--- src/alle_pkg.sv ---
// ----------------------------------------------------------------------------
// alle_pkg: shared types for the array linked list engine
// Action and status codes, and the write enables of the node memories.
// ----------------------------------------------------------------------------
package alle_pkg;

	typedef enum logic [3:0] {
		ACT_TRAVERSE = 4'd0,
		ACT_COUNT    = 4'd1,
		ACT_SEARCH   = 4'd2,
		ACT_INS_HEAD = 4'd3,
		ACT_INS_TAIL = 4'd4,
		ACT_INS_POS  = 4'd5,
		ACT_DEL_HEAD = 4'd6,
		ACT_DEL_TAIL = 4'd7,
		ACT_DEL_SLOT = 4'd8,
		ACT_DEL_VAL  = 4'd9
	} action_t;

	typedef enum logic [2:0] {
		STS_OK        = 3'd0,
		STS_NOT_FOUND = 3'd1,
		STS_EMPTY     = 3'd2,
		STS_BAD_POS   = 3'd3,
		STS_FULL      = 3'd4
	} status_t;

	// write enables; both memories share one write address
	typedef struct packed {
		logic val;
		logic lnk;
	} mem_we_t;

endpackage

--- src/alle_mem.sv ---
// ----------------------------------------------------------------------------
// alle_mem: node value and next link memories
// One read address for both memories, data registered, write data forwarded
// on a same-address read. Links read as slot+1 until first written.
// ----------------------------------------------------------------------------
module alle_mem import alle_pkg::*; #(
	parameter int NODE_SLOTS = 16,
	parameter int VALUE_BITS = 32
) (
	input  logic                                  clk,
	input  logic                                  arst_n,
	input  logic [$clog2(NODE_SLOTS)-1:0]         raddr,
	input  logic [$clog2(NODE_SLOTS)-1:0]         waddr,
	input  mem_we_t                               we,
	input  logic [VALUE_BITS-1:0]                 val_wdata,
	input  logic [$clog2(NODE_SLOTS+1)-1:0]       lnk_wdata,
	output logic [VALUE_BITS-1:0]                 rd_val,
	output logic [$clog2(NODE_SLOTS+1)-1:0]       rd_lnk
);

	localparam int LW = $clog2(NODE_SLOTS + 1);

	logic [VALUE_BITS-1:0] val_mem [NODE_SLOTS];
	logic [LW-1:0]         lnk_mem [NODE_SLOTS];
	logic [NODE_SLOTS-1:0] lnk_vld_q;
	logic [VALUE_BITS-1:0] rd_val_q;
	logic [LW-1:0]         rd_lnk_q;
	logic [LW-1:0]         lnk_init;

	// free chain at reset: slot i points to i+1
	assign lnk_init = LW'(raddr) + LW'(1);

	always_ff @(posedge clk or negedge arst_n) begin
		if (!arst_n) begin
			lnk_vld_q <= '0;
		end else if (we.lnk) begin
			lnk_vld_q[waddr] <= 1'b1;
		end
	end

	always_ff @(posedge clk) begin
		if (we.val) begin
			val_mem[waddr] <= val_wdata;
		end
		if (we.lnk) begin
			lnk_mem[waddr] <= lnk_wdata;
		end
		if (we.val && waddr == raddr) begin
			rd_val_q <= val_wdata;
		end else begin
			rd_val_q <= val_mem[raddr];
		end
		if (we.lnk && waddr == raddr) begin
			rd_lnk_q <= lnk_wdata;
		end else if (lnk_vld_q[raddr]) begin
			rd_lnk_q <= lnk_mem[raddr];
		end else begin
			rd_lnk_q <= lnk_init;
		end
	end

	assign rd_val = rd_val_q;
	assign rd_lnk = rd_lnk_q;

endmodule

--- src/alle_seq.sv ---
// ----------------------------------------------------------------------------
// alle_seq: list sequencer
// Holds head, free head and length; walks the list one node per cycle by
// feeding each read link back as the next read address; issues the link and
// value writes of inserts and deletes, and registers each result beat.
// ----------------------------------------------------------------------------
module alle_seq import alle_pkg::*; #(
	parameter int NODE_SLOTS = 16,
	parameter int VALUE_BITS = 32
) (
	input  logic                                  clk,
	input  logic                                  arst_n,
	input  logic                                  start,
	output logic                                  busy,
	input  logic [3:0]                            action,
	input  logic [31:0]                           item_value,
	input  logic [4:0]                            position,
	input  logic [3:0]                            node_slot,
	input  logic [4:0]                            prev_slot,
	output logic [$clog2(NODE_SLOTS)-1:0]         raddr,
	output logic [$clog2(NODE_SLOTS)-1:0]         waddr,
	output mem_we_t                               we,
	output logic [VALUE_BITS-1:0]                 val_wdata,
	output logic [$clog2(NODE_SLOTS+1)-1:0]       lnk_wdata,
	input  logic [VALUE_BITS-1:0]                 rd_val,
	input  logic [$clog2(NODE_SLOTS+1)-1:0]       rd_lnk,
	output logic                                  res_vld,
	output status_t                               res_status,
	output logic [$clog2(NODE_SLOTS+1)-1:0]       res_slot,
	output logic [VALUE_BITS-1:0]                 res_value,
	output logic [$clog2(NODE_SLOTS+1)-1:0]       res_count,
	output logic                                  res_last
);

	localparam int AW = $clog2(NODE_SLOTS);
	localparam int LW = $clog2(NODE_SLOTS + 1);
	localparam int CW = ((LW > 5) ? LW : 5) + 1;
	localparam logic [LW-1:0] END_MARK = LW'(NODE_SLOTS);

	typedef enum logic [2:0] {
		S_IDLE,
		S_INS_FREE,
		S_WALK,
		S_INS_FIX,
		S_UNL_FREE,
		S_UNL_PRED
	} state_t;

	state_t        state_q;
	action_t       act_q;
	logic [LW-1:0] head_q, free_q, len_q;
	logic [LW-1:0] p_q, pred_q, cnt_q, tgt_q, ins_q, hnext_q;
	logic [VALUE_BITS-1:0] v_q;
	logic [3:0]    nslot_q;
	logic [4:0]    praw_q;

	logic                  res_vld_q, res_last_q;
	status_t               res_status_q;
	logic [LW-1:0]         res_slot_q, res_count_q;
	logic [VALUE_BITS-1:0] res_value_q;

	action_t               act_in;
	logic [63:0]           v_ext;
	logic [VALUE_BITS-1:0] v_in;
	logic                  is_ins_in, pos_ok;
	logic [LW-1:0]         ins_tgt;
	logic                  lnk_end, val_match, slot_match, pred_ok, ins_at, is_ins_q;

	assign act_in    = action_t'(action);
	assign v_ext     = {{32{item_value[31]}}, item_value};
	assign v_in      = v_ext[VALUE_BITS-1:0];
	assign is_ins_in = (act_in == ACT_INS_HEAD) || (act_in == ACT_INS_TAIL) ||
	                   (act_in == ACT_INS_POS);
	assign pos_ok    = (position != 5'd0) &&
	                   (CW'(position) <= CW'(len_q) + CW'(1));

	// node number after which the new node goes; zero means new head
	always_comb begin
		case (act_in)
			ACT_INS_TAIL: ins_tgt = len_q;
			ACT_INS_POS:  ins_tgt = LW'(position - 5'd1);
			default:      ins_tgt = '0;
		endcase
	end

	// per-node tests on the node just read (p_q)
	assign lnk_end    = rd_lnk >= END_MARK;
	assign val_match  = rd_val == v_q;
	assign slot_match = CW'(p_q) == CW'(nslot_q);
	assign pred_ok    = (praw_q == 5'h1F) ? (pred_q == END_MARK) :
	                    (!praw_q[4] && pred_q != END_MARK && CW'(pred_q) == CW'(praw_q));
	assign ins_at     = cnt_q == tgt_q;
	assign is_ins_q   = (act_q == ACT_INS_HEAD) || (act_q == ACT_INS_TAIL) ||
	                    (act_q == ACT_INS_POS);

	// read address: walk follows the link just read
	always_comb begin
		unique case (state_q)
			S_IDLE:  raddr = is_ins_in ? AW'(free_q) : AW'(head_q);
			S_WALK:  raddr = AW'(rd_lnk);
			default: raddr = AW'(head_q);
		endcase
	end

	// memory writes
	always_comb begin
		we        = '0;
		waddr     = AW'(p_q);
		val_wdata = v_q;
		lnk_wdata = free_q;
		unique case (state_q)
			S_INS_FREE: begin
				we.val = 1'b1;
				waddr  = AW'(free_q);
				if (tgt_q == '0) begin
					we.lnk    = 1'b1;
					lnk_wdata = head_q;
				end
			end
			S_WALK: begin
				if (is_ins_q && ins_at) begin
					we.lnk    = 1'b1;
					lnk_wdata = ins_q;
				end
			end
			S_INS_FIX: begin
				we.lnk    = 1'b1;
				waddr     = AW'(ins_q);
				lnk_wdata = hnext_q;
			end
			S_UNL_FREE: begin
				we.lnk = 1'b1;
			end
			S_UNL_PRED: begin
				we.lnk    = 1'b1;
				waddr     = AW'(pred_q);
				lnk_wdata = hnext_q;
			end
			default: begin
			end
		endcase
	end

	always_ff @(posedge clk or negedge arst_n) begin
		if (!arst_n) begin
			state_q      <= S_IDLE;
			act_q        <= ACT_TRAVERSE;
			head_q       <= END_MARK;
			free_q       <= '0;
			len_q        <= '0;
			p_q          <= '0;
			pred_q       <= '0;
			cnt_q        <= '0;
			tgt_q        <= '0;
			ins_q        <= '0;
			hnext_q      <= '0;
			v_q          <= '0;
			nslot_q      <= '0;
			praw_q       <= '0;
			res_vld_q    <= 1'b0;
			res_status_q <= STS_OK;
			res_slot_q   <= '0;
			res_value_q  <= '0;
			res_count_q  <= '0;
			res_last_q   <= 1'b0;
		end else begin
			res_vld_q   <= 1'b0;
			res_count_q <= '0;
			res_last_q  <= 1'b1;
			unique case (state_q)
				S_IDLE: begin
					if (start) begin
						act_q   <= act_in;
						v_q     <= v_in;
						nslot_q <= node_slot;
						praw_q  <= prev_slot;
						tgt_q   <= ins_tgt;
						p_q     <= head_q;
						pred_q  <= END_MARK;
						cnt_q   <= LW'(1);
						case (act_in) inside
							ACT_TRAVERSE, ACT_SEARCH, ACT_DEL_HEAD, ACT_DEL_TAIL,
							ACT_DEL_SLOT, ACT_DEL_VAL: begin
								if (head_q == END_MARK) begin
									res_vld_q    <= 1'b1;
									res_slot_q   <= END_MARK;
									res_status_q <= (act_in == ACT_SEARCH) ?
									                STS_NOT_FOUND : STS_EMPTY;
								end else begin
									state_q <= S_WALK;
								end
							end
							ACT_COUNT: begin
								res_vld_q    <= 1'b1;
								res_status_q <= STS_OK;
								res_slot_q   <= END_MARK;
								res_count_q  <= len_q;
							end
							ACT_INS_HEAD, ACT_INS_TAIL, ACT_INS_POS: begin
								if (free_q == END_MARK) begin
									res_vld_q    <= 1'b1;
									res_status_q <= STS_FULL;
									res_slot_q   <= END_MARK;
								end else if (act_in == ACT_INS_POS && !pos_ok) begin
									res_vld_q    <= 1'b1;
									res_status_q <= STS_BAD_POS;
									res_slot_q   <= END_MARK;
								end else begin
									state_q <= S_INS_FREE;
								end
							end
							default: begin
							end
						endcase
					end
				end
				S_INS_FREE: begin
					free_q <= rd_lnk;
					ins_q  <= free_q;
					if (tgt_q == '0) begin
						head_q       <= free_q;
						len_q        <= len_q + LW'(1);
						res_vld_q    <= 1'b1;
						res_status_q <= STS_OK;
						res_slot_q   <= free_q;
						res_value_q  <= v_q;
						state_q      <= S_IDLE;
					end else begin
						p_q     <= head_q;
						pred_q  <= END_MARK;
						cnt_q   <= LW'(1);
						state_q <= S_WALK;
					end
				end
				S_WALK: begin
					case (act_q) inside
						ACT_TRAVERSE: begin
							res_vld_q    <= 1'b1;
							res_status_q <= STS_OK;
							res_slot_q   <= p_q;
							res_value_q  <= rd_val;
							res_last_q   <= lnk_end;
							p_q          <= rd_lnk;
							if (lnk_end) begin
								state_q <= S_IDLE;
							end
						end
						ACT_SEARCH: begin
							if (val_match || lnk_end) begin
								res_vld_q    <= 1'b1;
								res_status_q <= val_match ? STS_OK : STS_NOT_FOUND;
								res_slot_q   <= val_match ? p_q : END_MARK;
								res_value_q  <= rd_val;
								state_q      <= S_IDLE;
							end else begin
								p_q <= rd_lnk;
							end
						end
						ACT_INS_HEAD, ACT_INS_TAIL, ACT_INS_POS: begin
							// link into predecessor is written this cycle
							if (ins_at) begin
								hnext_q <= rd_lnk;
								state_q <= S_INS_FIX;
							end else begin
								p_q   <= rd_lnk;
								cnt_q <= cnt_q + LW'(1);
							end
						end
						default: begin
							// deletes: find the victim, then unlink it
							if ((act_q == ACT_DEL_HEAD) ||
							    (act_q == ACT_DEL_TAIL && lnk_end) ||
							    (act_q == ACT_DEL_VAL && val_match) ||
							    (act_q == ACT_DEL_SLOT && slot_match && pred_ok)) begin
								hnext_q     <= rd_lnk;
								res_value_q <= rd_val;
								state_q     <= S_UNL_FREE;
							end else if (act_q == ACT_DEL_SLOT && slot_match) begin
								res_vld_q    <= 1'b1;
								res_status_q <= STS_BAD_POS;
								res_slot_q   <= END_MARK;
								state_q      <= S_IDLE;
							end else if (lnk_end) begin
								res_vld_q    <= 1'b1;
								res_status_q <= STS_NOT_FOUND;
								res_slot_q   <= END_MARK;
								state_q      <= S_IDLE;
							end else begin
								pred_q <= p_q;
								p_q    <= rd_lnk;
							end
						end
					endcase
				end
				S_INS_FIX: begin
					len_q        <= len_q + LW'(1);
					res_vld_q    <= 1'b1;
					res_status_q <= STS_OK;
					res_slot_q   <= ins_q;
					res_value_q  <= v_q;
					state_q      <= S_IDLE;
				end
				S_UNL_FREE: begin
					free_q <= p_q;
					len_q  <= len_q - LW'(1);
					if (pred_q == END_MARK) begin
						head_q       <= hnext_q;
						res_vld_q    <= 1'b1;
						res_status_q <= STS_OK;
						res_slot_q   <= p_q;
						state_q      <= S_IDLE;
					end else begin
						state_q <= S_UNL_PRED;
					end
				end
				S_UNL_PRED: begin
					res_vld_q    <= 1'b1;
					res_status_q <= STS_OK;
					res_slot_q   <= p_q;
					state_q      <= S_IDLE;
				end
				default: begin
					state_q <= S_IDLE;
				end
			endcase
		end
	end

	assign busy       = state_q != S_IDLE;
	assign res_vld    = res_vld_q;
	assign res_status = res_status_q;
	assign res_slot   = res_slot_q;
	assign res_value  = res_value_q;
	assign res_count  = res_count_q;
	assign res_last   = res_last_q;

endmodule

--- src/array_linked_list_engine_top.sv ---
// ----------------------------------------------------------------------------
// array_linked_list_engine_top: linked list in node memories with free list
// Ten list actions (traverse, count, search, three inserts, four deletes)
// on a singly linked list whose nodes live in a value and a link memory.
// ----------------------------------------------------------------------------
//
//  channel   | handshake                | payload
//  ----------+--------------------------+------------------------------------
//  command   | start / busy, beat when  | action, item_value, position,
//            | start && !busy           | node_slot, prev_slot
//  result    | strobe, one cycle, beat  | status, found_slot, node_value,
//            | at the closing edge      | node_count, last_result
//
// The list is walked one node per cycle, the read link of each node
// being the next read address of the link memory. Count and error replies
// come straight from idle; traverse, search and deletes walk the list, and
// an unlink adds a free-list write and, off the head, a predecessor write;
// inserts take a free slot and, off the head, walk to the position and fix the links.
// Reset: list empty, free list chains every slot; link memory entries read
// as slot+1 until first written, so no clearing pass is needed.
// Results go out through a register and cannot be stalled; busy drops with
// the last beat, so the next command may be taken while that beat is shown.
// ----------------------------------------------------------------------------
module array_linked_list_engine_top import alle_pkg::*; #(
	parameter int NODE_SLOTS = 16,
	parameter int VALUE_BITS = 32
) (
	input  logic        clk,
	input  logic        arst_n,
	input  logic        start,
	output logic        busy,
	input  logic [3:0]  action,
	input  logic [31:0] item_value,
	input  logic [4:0]  position,
	input  logic [3:0]  node_slot,
	input  logic [4:0]  prev_slot,
	output logic        strobe,
	output logic [2:0]  status,
	output logic [4:0]  found_slot,
	output logic [31:0] node_value,
	output logic [4:0]  node_count,
	output logic        last_result
);

	localparam int AW = $clog2(NODE_SLOTS);
	localparam int LW = $clog2(NODE_SLOTS + 1);
	localparam logic [LW-1:0] END_MARK = LW'(NODE_SLOTS);

	// memory side
	logic [AW-1:0]         raddr, waddr;
	mem_we_t               we;
	logic [VALUE_BITS-1:0] val_wdata, rd_val;
	logic [LW-1:0]         lnk_wdata, rd_lnk;

	// result register contents
	logic                  res_vld, res_last;
	status_t               res_status;
	logic [LW-1:0]         res_slot, res_count;
	logic [VALUE_BITS-1:0] res_value;

	logic                  slot_live;
	logic [63:0]           value_wide;

	alle_mem #(
		.NODE_SLOTS (NODE_SLOTS),
		.VALUE_BITS (VALUE_BITS)
	) u_mem (
		.clk       (clk),
		.arst_n    (arst_n),
		.raddr     (raddr),
		.waddr     (waddr),
		.we        (we),
		.val_wdata (val_wdata),
		.lnk_wdata (lnk_wdata),
		.rd_val    (rd_val),
		.rd_lnk    (rd_lnk)
	);

	alle_seq #(
		.NODE_SLOTS (NODE_SLOTS),
		.VALUE_BITS (VALUE_BITS)
	) u_seq (
		.clk        (clk),
		.arst_n     (arst_n),
		.start      (start),
		.busy       (busy),
		.action     (action),
		.item_value (item_value),
		.position   (position),
		.node_slot  (node_slot),
		.prev_slot  (prev_slot),
		.raddr      (raddr),
		.waddr      (waddr),
		.we         (we),
		.val_wdata  (val_wdata),
		.lnk_wdata  (lnk_wdata),
		.rd_val     (rd_val),
		.rd_lnk     (rd_lnk),
		.res_vld    (res_vld),
		.res_status (res_status),
		.res_slot   (res_slot),
		.res_value  (res_value),
		.res_count  (res_count),
		.res_last   (res_last)
	);

	// no node behind the beat: slot reads -1 and value 0
	assign slot_live  = res_slot < END_MARK;
	assign value_wide = 64'(res_value);

	assign strobe      = res_vld;
	assign status      = res_status;
	assign found_slot  = slot_live ? 5'(res_slot) : 5'h1F;
	assign node_value  = slot_live ? value_wide[31:0] : 32'd0;
	assign node_count  = 5'(res_count);
	assign last_result = res_last;

endmodule

--- config.mk ---
export PLATFORM = sky130hd
export DESIGN_NAME = array_linked_list_engine_top
export DESIGN_NICKNAME = d
export VERILOG_FILES = /design/src/alle_pkg.sv /design/src/alle_mem.sv /design/src/alle_seq.sv /design/src/array_linked_list_engine_top.sv
export SDC_FILE = /design/constraint.sdc
export NUM_CORES = 1
export LEC_CHECK = 0
export ABC_AREA = 1
export BUFFER_PORTS_ARGS = -buffer_cell sky130_fd_sc_hd__buf_2
export CAP_MARGIN = 15
export CORE_UTILIZATION = 50
export DETAILED_ROUTE_END_ITERATION = 7
export GPL_ROUTABILITY_DRIVEN = 1
export PLACE_DENSITY = 0.62
export RECOVER_POWER = 25
export SLEW_MARGIN = 40
export SYNTH_ARGS = -nofsm -noshare
export SYNTH_HDL_FRONTEND = slang
export SYNTH_HIERARCHICAL = 1
export SYNTH_SLANG_ARGS = --single-unit
--- constraint.sdc ---
create_clock -name clk -period 5.1 [get_ports clk]
set_clock_uncertainty 0.2 [all_clocks]
set_input_delay 1.02 -clock clk [delete_from_list [all_inputs] [get_ports clk]]
set_output_delay 1.02 -clock clk [all_outputs]
set_load 0.05 [all_outputs]
# Word level (Yosys, flattened, before mapping)
# Memory sizes are Yosys's and may differ from the RTL's. A register that Yosys moved wholly into a read port is not among the register bits.
# Cells that the tools add are included.
dict set report totals {
  regBits 161
  ram_bits 592
  inputBits 53
  output_inout_bits 48
  word_cells 296
  n_memories 2
}
# memory depth width read_ports rd_ports_with_merged_regs write_ports line
set memory_table {}
lappend memory_table {u_mem.val_mem 16 32 1 1 1 alle_mem.sv:23} ;# logic [VALUE_BITS-1:0] val_mem [NODE_SLOTS];
lappend memory_table {u_mem.lnk_mem 16 5 1 0 1 alle_mem.sv:24} ;# logic [LW-1:0] lnk_mem [NODE_SLOTS];
dict set report op_classes {
  add_sub_neg 6
  order_cmp 6
  eq_ne 64
  mux 143
  bitwise 3
  reduce_logical 50
}
# op n
set ops {}
lappend ops {{5-bit 2-to-1 mux} 55}
lappend ops {{32-bit 2-to-1 mux} 7}
lappend ops {{3-bit 2-to-1 mux} 32}
lappend ops {{32-bit case mux with 3 select lines} 1}
lappend ops {{5-bit case mux with 3 select lines} 5}
lappend ops {{32-bit equality test} 1}
lappend ops {{4-bit by 3-bit equality test with 1-bit output (second input constant)} 8}
lappend ops {{5-bit case mux with 2 select lines} 3}
lappend ops {{5-bit case mux with 6 select lines} 1}
lappend ops {{1-bit 2-to-1 mux} 28}
lappend ops {{11-bit AND reduction} 2}
lappend ops {{5-bit equality test (second input constant)} 4}
lappend ops {{2-bit inequality test (second input constant)} 9}
lappend ops {{4-bit by 2-bit equality test with 1-bit output (second input constant)} 4}
lappend ops {{4-bit equality test (second input constant)} 4}
lappend ops {{16-bit bitwise OR} 1}
lappend ops {{8-bit AND reduction} 2}
lappend ops {{3-bit inequality test (second input constant)} 5}
lappend ops {{5-bit inequality test (second input constant)} 3}
lappend ops {{3-bit case mux with 5 select lines} 1}
lappend ops {{4-bit by 3-bit inequality test with 1-bit output (second input constant)} 3}
lappend ops {{3-bit case mux with 4 select lines} 1}
lappend ops {{4-bit case mux with 3 select lines} 1}
lappend ops {{3-bit nonzero test} 4}
lappend ops {{48 further kinds} 87}

# Logic depth before layout (Yosys ltp)
dict set report depth {
  ltp_word 12
  mapped_depth 22
  depth_no_buf 20
}

# By module
# The synthesis kept the hierarchy.
# mod instances cells_per_inst area_per_inst_um2
set modules_own_cells {}
lappend modules_own_cells {alle_mem 1 1891 25229.2}
lappend modules_own_cells {alle_seq 1 1168 8310.5}
lappend modules_own_cells {array_linked_list_engine_top 1 77 324.1}

# Worst setup path before layout
# No wires, ideal clock.
dict set report synth_timing {
  kind {flip-flop to flip-flop}
  startpoint {reg u_seq.state_q[2]}
  endpoint {mem u_mem.val_mem[10][0] (enable)}
  setup_ns 0.421
  arrival_ns 2.900
  setup_slack_ns 1.579
  stages_incl_launch_ff 10
  period_less_slack_ns 3.521
  path_cell_list {dfrtp_1 inv_2 nand2_1 nor2_1 nand2_1 nand4_1 inv_1 nor2_1 nand2_1 nor2_1}
}
# item line
set synth_lines {}
lappend synth_lines {{start: declaration} alle_seq.sv:49} ;# state_t state_q;
lappend synth_lines {{start signal: assignment} alle_seq.sv:146} ;# state_q <= S_IDLE;
lappend synth_lines {{start signal: assignment} alle_seq.sv:190} ;# state_q <= S_WALK;
lappend synth_lines {{start signal: assignment} alle_seq.sv:209} ;# state_q <= S_INS_FREE;
lappend synth_lines {{3-bit equality test, or another cell as far along} alle_seq.sv:111} ;# unique case (state_q)
lappend synth_lines {{4-bit case mux with 3 select lines *} alle_seq.sv:111}
lappend synth_lines {{net waddr[3]} array_linked_list_engine_top.sv:50} ;# logic [AW-1:0] raddr, waddr;
lappend synth_lines {{end: declaration} alle_mem.sv:23}
# The timed path passes the listed nets; every way through them passes the cells marked *.

==> results.cfg <==
[placed_design]
dp_hpwl_um = 57340
gp_congestion = 0.9589
io_buffers = 100

[synthesis]
synth.distinct_cells = 52
syn_inst = 3136
synth_ff_type = edfxtp_1
synthTopCellsByArea = edfxtp_1, dfrtp_1, nand2_1
synth_compound_area_share_pct = 10.45
synth_edf_count = 592
netlist.area_leader.share_pct = 52.50
synth_xor_area_share_pct = 0.9570
synthAdderAreaFrac_pct = 0.5025
synth_area_sq_um = 33860
yosysSeqAreaShare_pct = 64.56
yosys_warnings = 6
yosysTopAreaCell = edfxtp_1
netlist_top_cells_count = nand2_1, edfxtp_1, inv_1
synth_top_family_by_area = simple AND/OR/NAND/NOR gates
yosys.area_share.simple_pct = 12.83
synth_nets = 3202
synth_mux_area_share_pct = 3.783
async_reset_ff_share_pct = 20.61
ys_ff_latch = 757
synth.most_common_cell = nand2_1
synth_area_per_cell_sq_um = 10.80

[worst_setup_path]
arrival_ns = 4.66
end_kind = register
critPathTopFamily = simple AND/OR/NAND/NOR gates
criticalPathCategory = reg -> reg
crit_cells = 20
crit_buf_inv = 5
worstPathRequired_ns = 5.47
slowest_stage = dfxtp_4
reg2reg_slack_ns = 0.80
reg2reg_depth = 20
cpPeakStageDelay_ns = 0.46
cpMostUsedCell = nand2_1
path_cells = inv_6, buf_12, buf_4, o21ai_1, o211ai_1, nand2_1, inv_1, nand2_1, nand2_1, nand2_1, nor2_1, nand2_1, nor2_1, nand3_1, nand2_4, o21ai_4, nor2_4, buf_4, nand2_1, nand2_1
start_kind = register
path_max_fanout = 47

[global_route]
met1_usage_pct = 37.79
grt-ovfl-total = 0
grt_max_degree = 91
grt_pass1_vias = 23360
antenna_found_initial = 0
grtUsageTotal_pct = 26.79
grt_first_pass_wirelength_um = 140200
use_met2_pct = 43.35
grt.busiest_layer = met2
use_met3_pct = 3.295

[final_layout]
drive_gt1_share_pct = 10.86
multi_input_area_sq_um = 9901
nNetsFinal = 3297
fill_cells = 5721
syn_to_final_growth_pct = 12.39
diodes = 0
seqCellArea_sq_um = 21880

[routing]
drt-vias-per-instance = 5.676
remaining_drc_errors = 0
drt_iter0_drc = 2182
ant_nets = 0
wl_per_cell_um = 22.02
vias = 23670
firstDrtPassIters = 6
drt_wl_total_um = 91810

[die]
rows = 95
io_pins = 101
core-area_sq_um = 67040
design.die.area_sq_um = 68770
die_x_um = 262.2
start_util_pct = 50.51
die_h_um = 262.2

[timing]
rsz0062_at_grt = no
period_share_pct = 84.29
setup_viol = 0
hold_viol_final = 0
setup_tns_ns = 0
post-route-min-period_ns = 4.299
worst_pin_slew_ns = 2.259
slew_headroom_pct = -50.58
fmax_ghz = 0.2326
slew_viol_final = 86

[power]
peakVddDrop_v = 0.0003737
leakagePower_nw = 15.35
power.total_w = 0.02434
powerDensity_nw_per_um2 = 639.7

[clock_tree]
cts_resized = 0
post_cts_buffers = 0
cts_hold_buf = 0
clk_pin_slew_ns = 0.06
cts_buffer_depth = 3
h-tree-depth = 3
cts_made_buffers = 79
worstSkewPairLatency_ns = 0.64
cts_tree = yes
cts_num_sinks = 757
root_buffer = clkbuf_16

[run_status]
violations = capacitance limit, slew limit
status = complete, but fails checks

[min_path]
hold_class = reg -> reg
whs_path_depth = 2

[flow_run]
maxCapViolations = 1
==> cell usage in the layout (no fill, tap or decap), types with 12 or more instances in the layout <==
| master | n |
|---|---|
| a21oi_1 | 150 |
| buf_2 | 99 |
| buf_4 | 49 |
| clkbuf_1 | 14 |
| clkbuf_16 | 81 |
| clkinv_1 | 19 |
| clkinv_2 | 17 |
| dfrtp_1 | 154 |
| edfxtp_1 | 592 |
| ha_1 | 12 |
| inv_1 | 367 |
| mux2i_1 | 128 |
| nand2_1 | 714 |
| nand3_1 | 134 |
| nand4_1 | 15 |
| nor2_1 | 125 |
| nor2_4 | 21 |
| nor3_1 | 17 |
| o211ai_1 | 133 |
| o21ai_0 | 259 |
| o21ai_1 | 38 |
| xnor2_1 | 23 |
| xor2_1 | 14 |
==> cell families (layout without fill, tap and decap cells) <==
| kind of cell | after synthesis | in the layout |
|---|---|---|
| multiplexers | 128 | 128 |
| buffers and inverters | 530 | 691 |
| adder cells (fa/ha/maj) | 13 | 13 |
| XOR/XNOR | 37 | 37 |
| AO/OA/AOI/OAI | 617 | 617 |
| AND/OR/NAND/NOR | 1054 | 1054 |
| flip-flops | 757 | 757 |
==> power breakdown <==
part | leakage [nW] | internal, W | total, W | switching (W)
clock | 1.32 | 0.00349 | 0.00590 | 0.00240
sequential | 7.44 | 0.00814 | 0.00942 | 0.00128
combinational | 6.59 | 0.00266 | 0.00902 | 0.00636
==> path summary, 6_finish.rpt <==
path | to | from
setup reg to reg | u_seq/res_value[1]$_DFFE_PN0P_ | register
max in group asynchronous | u_seq/val_wdata[22]$_DFFE_PN0P_ | arst_n
setup / recovery | u_seq/res_value[1]$_DFFE_PN0P_ | register
hold / removal | u_mem/lnk_vld_q[3]$_DFFE_PN0P_ | u_mem/lnk_vld_q[3]$_DFFE_PN0P_
min in group asynchronous | u_seq/praw_q[3]$_DFFE_PN0P_ | arst_n
hold reg to reg | u_mem/lnk_vld_q[3]$_DFFE_PN0P_ | u_mem/lnk_vld_q[3]$_DFFE_PN0P_
==> layer usage <==
metal  vias up  share of wire [%]
li1      10940                  -
met3       149                6.5
met5         -                  0
met1     11680                 44
met2       899                 47
met4         0                2.7
==> state kept, by name (all words and copies together) (netlist names), 16 cells and up, named ones only <==
signal,flops
u_mem/lnk_mem,80
u_mem/val_mem,512
u_seq/res_value,32
u_seq/val_wdata,32
u_mem/lnk_vld_q,16
==> metrics by stage <==
stage / utilization (%) / worst slack [ns] / hold slack, ns / instance area, sq um / cells
6_report: 56.77 / 0.8012 / 0.2528 / 38060 / 4170
5_1_grt: 56.77 / 0.5742 / 0.2827 / 38060 / 4170
4_1_cts: 56.76 / 0.9023 / 0.2616 / 38050 / 4169
3_5_place_dp: 52.77 / 0.9170 / 0.2466 / 35380 / 4022
3_3_place_gp: 52.68 / 1.016 / 0.2403 / 35320 / 4022
2_1_floorplan: - / 1.579 / 0.2274 / 33860 / 3136
==> tightest hold or removal path, delay by kind of cell (launching register included) <==
kind,cells,cell delay (ns)
buffers and inverters,1,0.04
DFF,1,0.32
AOI/OAI and AO/OA,1,0.05
==> final cells by class <==
cell class / count / area share (%)
clock buffers: 98 / 5.599
clock inverters: 49 / 1.424
inverters: 384 / 3.807
multi-input cells: 1849 / 26.02
flip-flops and latches: 757 / 57.48
well taps: 873 / 2.870
repair buffers: 160 / 2.804
Note: power is estimated with default switching activity, not from simulation.
